### config.mk
export PLATFORM = sky130hd
export DESIGN_NAME = bundle_template_matcher
export DESIGN_NICKNAME = d
export VERILOG_FILES = /design/src/hw/rtl/btm_pkg.sv /design/src/hw/rtl/btm_tmpl_ram.sv /design/src/hw/rtl/bundle_template_matcher.sv
export SDC_FILE = /design/constraint.sdc
export NUM_CORES = 1
export LEC_CHECK = 0
export BUFFER_PORTS_ARGS = -buffer_cell sky130_fd_sc_hd__buf_4
export CORE_UTILIZATION = 63
export CTS_BUF_LIST = sky130_fd_sc_hd__clkbuf_8
export DETAILED_ROUTE_END_ITERATION = 10
export PLACE_DENSITY = 0.82
export SYNTH_ARGS = -nofsm -noshare
export SYNTH_HDL_FRONTEND = slang
export SYNTH_SLANG_ARGS = --single-unit
### constraint.sdc
create_clock -name i_clk -period 4.81 [get_ports i_clk]
set_clock_uncertainty 0.15 [all_clocks]
set_input_delay 0.2405 -clock i_clk [delete_from_list [all_inputs] [get_ports i_clk]]
set_output_delay 0.2405 -clock i_clk [all_outputs]
set_load 0.01 [all_outputs]
### src/hw/rtl/btm_pkg.sv
`timescale 1ns / 1ps
`default_nettype none

package btm_pkg;

    typedef enum logic [2:0] {
        OP_CLEAR      = 3'd0,
        OP_LOAD       = 3'd1,
        OP_RESERVE    = 3'd2,
        OP_SET_STOP   = 3'd3,
        OP_CLR_STOP   = 3'd4,
        OP_SLOT_CHECK = 3'd5,
        OP_STOP_CHECK = 3'd6,
        OP_QUERY      = 3'd7
    } t_opcode;

    typedef enum logic [1:0] {
        ST_IDLE,
        ST_SCAN,
        ST_DONE
    } t_state;

    typedef struct packed {
        t_opcode     opcode;
        logic [4:0]  template_index;
        logic [1:0]  slot;
        logic [7:0]  property_req;
        logic        stop_flag;
    } t_in_word;

    typedef struct packed {
        logic        found;
        logic [4:0]  template_code;
        logic        is_full;
        logic        is_empty;
        logic        has_property;
        logic [23:0] slot_mask;
    } t_out_word;

endpackage

`default_nettype wire

### src/hw/rtl/btm_tmpl_ram.sv
`timescale 1ns / 1ps
`default_nettype none

module btm_tmpl_ram #(
    parameter int DEPTH  = 32,
    parameter int LANES  = 3,
    parameter int LANE_W = 9,
    parameter int ADDR_W = 5
) (
    input  wire logic                          i_clk,
    input  wire logic [LANES-1:0]              i_we,
    input  wire logic [ADDR_W-1:0]             i_waddr,
    input  wire logic [LANE_W-1:0]             i_wdata,
    input  wire logic                          i_re,
    input  wire logic [ADDR_W-1:0]             i_raddr,
    output logic      [LANES-1:0][LANE_W-1:0]  o_rdata
);

    logic [LANES-1:0][LANE_W-1:0] r_mem [DEPTH];
    logic [LANES-1:0][LANE_W-1:0] r_rdata;

    always_ff @(posedge i_clk) begin
        for (int j = 0; j < LANES; j++) begin
            if (i_we[j]) begin
                r_mem[i_waddr][j] <= i_wdata;
            end
        end
        if (i_re) begin
            r_rdata <= r_mem[i_raddr];
        end
    end

    assign o_rdata = r_rdata;

endmodule

`default_nettype wire

### src/hw/rtl/bundle_template_matcher.sv
// Non-check words: the result word is loaded into the output register from the done state,
// and a new input word is accepted only after the previous result word has been loaded.
// Checks read one template row per cycle from the template table memory and stop at the
// first matching row or after the last row; the result word is then loaded the same way.
// A new word may be accepted while the previous result word waits.
// Synchronous active-low reset clears the bundle, the chosen template and the packed mask;
// the template table is not cleared and must be loaded before any check.
`timescale 1ns / 1ps
`default_nettype none

module bundle_template_matcher
    import btm_pkg::*;
#(
    parameter int NUM_TEMPLATES = 32,
    parameter int NUM_SLOTS     = 3,
    parameter int PROP_BITS     = 8
) (
    input  wire logic      i_clk,
    input  wire logic      i_rst_n,
    input  wire logic      i_in_valid,
    output logic           o_in_ready,
    input  wire t_in_word  i_in_word,
    output logic           o_out_valid,
    input  wire logic      i_out_ready,
    output t_out_word      o_out_word
);

    localparam int TI_W  = (NUM_TEMPLATES > 1) ? $clog2(NUM_TEMPLATES) : 1;
    localparam int CNT_W = $clog2(NUM_TEMPLATES + 1);
    localparam int PK_W  = NUM_SLOTS * PROP_BITS;
    localparam int ENT_W = PROP_BITS + 1;

    function automatic logic fits(input logic [PROP_BITS-1:0] p,
                                  input logic [PROP_BITS-1:0] t);
        return (p == '0) || ((p & t) == t);
    endfunction

    t_state                      r_state, n_state;
    logic [NUM_SLOTS-1:0]        r_filled;
    logic [NUM_SLOTS-1:0]        r_stops;
    logic [PROP_BITS-1:0]        r_props [NUM_SLOTS];
    logic [4:0]                  r_chosen;
    logic [PK_W-1:0]             r_packed;
    logic                        r_found;
    t_opcode                     r_op;
    logic [1:0]                  r_slot;
    logic [PROP_BITS-1:0]        r_prop;
    logic [CNT_W-1:0]            r_issue;
    logic                        r_dvalid;
    logic [TI_W-1:0]             r_didx;
    logic                        r_out_valid;
    t_out_word                   r_out_word;

    logic                        acc;
    logic                        slot_ok;
    logic                        ti_ok;
    logic [PROP_BITS-1:0]        in_prop;
    logic                        is_check;
    logic [NUM_SLOTS-1:0]        we_lane;
    logic                        rd_en;
    logic [NUM_SLOTS-1:0][ENT_W-1:0] rd_row;
    logic [NUM_SLOTS-1:0]        lane_ok;
    logic                        hit;
    logic                        last;
    logic                        out_load;
    logic                        hasp;

    assign in_prop  = PROP_BITS'(i_in_word.property_req);
    assign slot_ok  = 32'(i_in_word.slot) < NUM_SLOTS;
    assign ti_ok    = 32'(i_in_word.template_index) < NUM_TEMPLATES;
    assign is_check = (i_in_word.opcode == OP_SLOT_CHECK) ||
                      (i_in_word.opcode == OP_STOP_CHECK);
    assign acc      = i_in_valid && o_in_ready;

    always_comb begin
        for (int j = 0; j < NUM_SLOTS; j++) begin
            we_lane[j] = acc && (i_in_word.opcode == OP_LOAD) && slot_ok && ti_ok &&
                         (32'(i_in_word.slot) == j);
        end
    end

    btm_tmpl_ram #(
        .DEPTH  (NUM_TEMPLATES),
        .LANES  (NUM_SLOTS),
        .LANE_W (ENT_W),
        .ADDR_W (TI_W)
    ) u_ram (
        .i_clk   (i_clk),
        .i_we    (we_lane),
        .i_waddr (TI_W'(i_in_word.template_index)),
        .i_wdata ({i_in_word.stop_flag, in_prop}),
        .i_re    (rd_en),
        .i_raddr (r_issue[TI_W-1:0]),
        .o_rdata (rd_row)
    );

    always_comb begin
        logic                 is_s;
        logic [PROP_BITS-1:0] tprop;
        logic                 tstop;
        logic [PROP_BITS-1:0] p;
        logic                 sv;
        for (int j = 0; j < NUM_SLOTS; j++) begin
            is_s  = 32'(r_slot) == j;
            tprop = rd_row[j][PROP_BITS-1:0];
            tstop = rd_row[j][PROP_BITS];
            p     = is_s ? r_prop : r_props[j];
            sv    = is_s ? 1'b1 : r_stops[j];
            if (r_op == OP_SLOT_CHECK) begin
                lane_ok[j] = !(is_s || r_filled[j] || r_stops[j]) ||
                             (fits(p, tprop) && (r_stops[j] == tstop));
            end else begin
                lane_ok[j] = (tstop == sv) && (!r_filled[j] || fits(r_props[j], tprop));
            end
        end
    end

    assign hit  = r_dvalid && (&lane_ok);
    assign last = r_dvalid && (r_didx == TI_W'(NUM_TEMPLATES - 1));

    always_comb begin
        n_state = r_state;
        unique case (r_state)
            ST_IDLE: begin
                if (acc) begin
                    n_state = (is_check && slot_ok) ? ST_SCAN : ST_DONE;
                end
            end
            ST_SCAN: begin
                if (hit || last) begin
                    n_state = ST_DONE;
                end
            end
            ST_DONE: begin
                if (!r_out_valid || i_out_ready) begin
                    n_state = ST_IDLE;
                end
            end
            default: begin
                n_state = ST_IDLE;
            end
        endcase
    end

    always_comb begin
        o_in_ready = 1'b0;
        rd_en      = 1'b0;
        out_load   = 1'b0;
        unique case (r_state)
            ST_IDLE: begin
                o_in_ready = i_rst_n;
            end
            ST_SCAN: begin
                rd_en = r_issue < CNT_W'(NUM_TEMPLATES);
            end
            ST_DONE: begin
                out_load = !r_out_valid || i_out_ready;
            end
            default: begin
                o_in_ready = 1'b0;
            end
        endcase
    end

    always_ff @(posedge i_clk) begin
        if (!i_rst_n) begin
            r_state <= ST_IDLE;
        end else begin
            r_state <= n_state;
        end
    end

    always_ff @(posedge i_clk) begin
        if (!i_rst_n) begin
            r_filled <= '0;
            r_stops  <= '0;
            r_chosen <= '0;
            r_packed <= '0;
            r_found  <= 1'b0;
            for (int j = 0; j < NUM_SLOTS; j++) begin
                r_props[j] <= '0;
            end
        end else begin
            if (acc) begin
                r_found <= 1'b0;
                unique case (i_in_word.opcode)
                    OP_CLEAR: begin
                        r_filled <= '0;
                        r_stops  <= '0;
                        r_chosen <= '0;
                        r_packed <= '0;
                        for (int j = 0; j < NUM_SLOTS; j++) begin
                            r_props[j] <= '0;
                        end
                    end
                    OP_RESERVE: begin
                        for (int j = 0; j < NUM_SLOTS; j++) begin
                            if (32'(i_in_word.slot) == j) begin
                                r_filled[j] <= 1'b1;
                                r_props[j]  <= in_prop;
                                r_packed[PROP_BITS*(NUM_SLOTS-1-j) +: PROP_BITS] <=
                                    r_packed[PROP_BITS*(NUM_SLOTS-1-j) +: PROP_BITS] | in_prop;
                            end
                        end
                    end
                    OP_SET_STOP: begin
                        for (int j = 0; j < NUM_SLOTS; j++) begin
                            if (32'(i_in_word.slot) == j) begin
                                r_stops[j] <= 1'b1;
                            end
                        end
                    end
                    OP_CLR_STOP: begin
                        for (int j = 0; j < NUM_SLOTS; j++) begin
                            if (32'(i_in_word.slot) == j) begin
                                r_stops[j] <= 1'b0;
                            end
                        end
                    end
                    default: begin
                    end
                endcase
            end
            if (r_state == ST_SCAN && hit) begin
                r_found  <= 1'b1;
                r_chosen <= 5'(r_didx);
            end
        end
    end

    always_ff @(posedge i_clk) begin
        if (acc) begin
            r_op   <= i_in_word.opcode;
            r_slot <= i_in_word.slot;
            r_prop <= in_prop;
        end
    end

    always_ff @(posedge i_clk) begin
        if (!i_rst_n) begin
            r_dvalid <= 1'b0;
        end else if (acc) begin
            r_dvalid <= 1'b0;
        end else if (r_state == ST_SCAN) begin
            r_dvalid <= rd_en;
        end
    end

    always_ff @(posedge i_clk) begin
        if (acc) begin
            r_issue <= '0;
        end else if (rd_en) begin
            r_issue <= r_issue + CNT_W'(1);
            r_didx  <= r_issue[TI_W-1:0];
        end
    end

    always_comb begin
        hasp = 1'b0;
        for (int j = 0; j < NUM_SLOTS; j++) begin
            hasp = hasp | (|(r_props[j] & r_prop));
        end
    end

    always_ff @(posedge i_clk) begin
        if (!i_rst_n) begin
            r_out_valid <= 1'b0;
        end else if (out_load) begin
            r_out_valid <= 1'b1;
        end else if (i_out_ready) begin
            r_out_valid <= 1'b0;
        end
    end

    always_ff @(posedge i_clk) begin
        if (out_load) begin
            r_out_word.found         <= r_found;
            r_out_word.template_code <= r_chosen;
            r_out_word.is_full       <= &r_filled;
            r_out_word.is_empty      <= ~|r_filled;
            r_out_word.has_property  <= hasp;
            r_out_word.slot_mask     <= 24'(r_packed);
        end
    end

    assign o_out_valid = r_out_valid;
    assign o_out_word  = r_out_word;

    a_found_only_check: assert property (@(posedge i_clk) disable iff (!i_rst_n)
        (out_load && r_found) |-> (r_op == OP_SLOT_CHECK || r_op == OP_STOP_CHECK))
        else $error("found set for an operation that is not a check");

    a_no_read_on_write: assert property (@(posedge i_clk) disable iff (!i_rst_n)
        !(rd_en && (|we_lane)))
        else $error("template table read and written in the same cycle");

    a_hit_ends_scan: assert property (@(posedge i_clk) disable iff (!i_rst_n)
        (r_state == ST_SCAN && hit) |=> (r_state == ST_DONE && r_found))
        else $error("matching template did not end the scan");

    a_scan_reads_table: assert property (@(posedge i_clk) disable iff (!i_rst_n)
        (r_state == ST_SCAN && r_dvalid) |-> $past(rd_en))
        else $error("row evaluated without a preceding read");

endmodule

`default_nettype wire

==> impl_metrics.tcl <==
set metrics [dict create \
    finalCritPeriodShare_pct 80.3 \
    relSlewSlack_pct 25.7 \
    ys_ff_latch 1012 \
    rrSetupSlack_ps 950 \
    ctsRootBufferMaster "clkbuf_8" \
    path_class "register to register" \
    grt.overflow.total 0 \
    timing.rr.end "u_ram.r_mem[2][0]$_DFFE_PP_" \
    area_growth_pct 11.4 \
    ys_types 62 \
    cts_tree "yes" \
    synth_cells 1852 \
    max_freq_mhz 259 \
    tns_ps 0 \
    synthTopCellsByCount "edfxtp_1 (966), mux4_2 (270), nor2_1 (153)" \
    via_per_inst 6.94 \
    endpoint_kind "register" \
    r2r_start "r_state[1]$_SDFFE_PN0P_" \
    seqCellArea_um2 29900 \
    p_sw_mw 4.28 \
    maxCapViolations 0 \
    combinationalPowerShare_pct 9.9 \
    post_drt_wl_per_cell_um 32.8 \
    post_cts_buffers 0 \
    top_level_ports 58 \
    finalCriticalPeriod_ps 3860 \
    worst_setup_path_start_kind "register" \
    core_um2 60800 \
    p_int_mw 14.1 \
    rsz0062_at_grt "false" \
    synth-edff-count 966 \
    total_power_mw 18.4 \
    worstPathArrival_ps 4120 \
    initial_core_util_pct 64.3 \
    grt_pass1_vias 20192 \
    synth_area_leaders "edfxtp_1 (74%), mux4_2 (16%), dfxtp_1 (2.4%), nor2_1 (1.5%), mux2_2 (0.81%)" \
    slowest_delay_ps 960 \
    synth_nets 1876 \
    crit_path_max_fanout 32 \
    die_h_um 251 \
    setup_viol 0 \
    grt_usage_pct 31.6 \
    slew_viol_final 0 \
    required_ps 5070 \
    cp-startpoint "r_state[1]$_SDFFE_PN0P_" \
    dp_hpwl_mm 59.0 \
    sw_frac_of_total_pct 23.3 \
    worst_pin_slew_ps 1110 \
    io_buffers 57 \
    pwr-share-clk_pct 36.7 \
    drc 0 \
    yosys.area.top_type "edfxtp_1" \
    clk_latency_ps 820 \
    multi_input_area_um2 8750 \
    async_flop_share_pct 0 \
    drive_above_1_share_pct 28.1 \
    r2r_cells 5 \
    wirelength_mm 96.3 \
    nets 2052 \
    ir_drop_uv 283 \
    synth_ff_type "edfxtp_1" \
    powerDensity_nw_per_um2 422 \
    vias 20348 \
    drt_iter0_drc 2845 \
    ant_nets 0 \
    path_clk_slew_ps 70 \
    yosysSeqAreaShare_pct 76.5 \
    place.gp.congestion 0.977 \
    cts_buffer_depth 3 \
    grt_pass1_wl_mm 139 \
    num_rows 90 \
    syn_area_um2 39100 \
    synth_area_per_cell_um2 21.1 \
    cts_max_level 4 \
    yosysMostFrequentCell "edfxtp_1" \
    status "finished clean" \
    hold_path_class "input port to register" \
    cts_buffers 150 \
    clkSinkCount 1012 \
    endpoint "u_ram.r_mem[2][0]$_DFFE_PP_" \
    hold_viol 0 \
    drt_pass1_iterations 8 \
    crit_slowest_cell "nor2_1" \
    fillers 3262 \
    seq_power_share_pct 53.4 \
    crit_path_cell_trace "nor3_1, nand2_1, nor3b_1, nand2_2, nor2_1" \
    p_leak_nw 13.6 \
    grt_max_degree 71 \
    die_area_um2 63100 \
    antenna_found_initial 2 \
    synth_top_area_share_pct 74.2 \
    die_w_um 251 \
    yosysWarnings 0 \
    min_from "i_in_word[10]" \
]
critical path, delay by kind of cell (launching register included):
family	cells	cell delay [ps]
AND/OR/NAND/NOR	5	2940
flip-flops	1	360
metal layers:
| layer | vias up | wire length [µm] | GRT usage, % |
|---|---|---|---|
| met5 | - | 0 | 0 |
| met4 | 0 | 3850 | 12.7 |
| met3 | 247 | 10900 | 7.42 |
| met2 | 1650 | 47600 | 50.4 |
| met1 | 10422 | 34000 | 43.0 |
| li1 | 8029 | - | - |
power by group through the flow:
stage	logic, mW	registers, mW	clock network [mW]
after floorplan	1.25	9.91	0
after global placement	1.74	9.99	0
after detailed placement	1.79	10.0	0
after CTS	1.82	9.81	6.80
after global routing	1.90	9.81	7.16
final	1.82	9.81	6.75
state kept, by name (all words and copies together), names as in the netlist:
signal	cells
r_chosen	5
r_issue	6
u_ram.r_mem	864
r_state	2
r_prop	8
o_out_word	33
u_ram.o_rdata	27
r_packed	24
r_props	24
r_slot	2
r_didx	5
o_out_valid	1
r_op	3
r_dvalid	1
r_found	1
r_stops	3
r_filled	3
per-stage QoR:
stage	setup slack (ps)	utilization, %	instance area (µm²)	hold slack, ps	instances
finish	946	71.7	43600	77.8	2931
global route	859	71.7	43600	58.7	2931
CTS	1120	71.7	43600	27.3	2929
detailed placement	1130	66.6	40500	265	2640
global placement	1250	66.6	40500	264	2640
floorplan	2010	-	39100	189	1852
how the worst min path moves through the flow:
stage / endpoint / slack (ps) / depth (start not counted)
6_report: r_slot[1]$_DFFE_PP_ / 80 / 2
5_1_grt: r_slot[1]$_DFFE_PP_ / 60 / 2
4_1_cts: r_slot[1]$_DFFE_PP_ / 30 / 2
3_5_place_dp: o_out_word[28]$_DFFE_PP_ / 260 / 0
3_3_place_gp: o_out_word[9]$_DFFE_PP_ / 260 / 0
2_1_floorplan: r_op[0]$_DFFE_PP_ / 190 / 0
placed cells by master, fill, tap and decap left out, drive strengths merged, types with 12 or more instances in the layout:
| cell type | count |
|---|---|
| edfxtp | 966 |
| mux4 | 270 |
| clkbuf | 155 |
| nor2 | 154 |
| buf | 92 |
| nand2 | 74 |
| inv | 64 |
| clkinv | 59 |
| dfxtp | 46 |
| a21oi | 36 |
| mux2 | 28 |
| mux2i | 27 |
| dlygate4sd3 | 18 |
| o21ai | 15 |
| nand2b | 12 |
cell type report:
cell class	count	share of cell area (%)
clock buffer	155	4.90
sequential	1012	68.7
antenna	2	0.0115
inverter	22	0.189
tap	782	2.25
timing repair buffer	110	2.17
multi-input combinational	732	20.1
clock inverter	116	1.71
logic make-up (layout without fill, tap and decap cells):
logic type / count (synthesis) / count (layout) / synth area share (%)
flops: 1012 / 1012 / 76.5
mux: 325 / 325 / 17.0
simple gates: 306 / 306 / 3.47
buf+inv: 108 / 403 / 1.16
compound gates: 93 / 93 / 1.60
xor+xnor: 7 / 7 / 0.157
fa+ha+maj: 1 / 1 / 0.0320
other cells: 0 / 2 / 0
what timing repair did:
| item | CTS | global route |
|---|---|---|
| gates resized for setup | 0 | 0 |
| hold endpoints to repair | 572 | 0 |
| hold buffers | 18 | 0 |
Note: power is estimated with default switching activity, not from simulation.
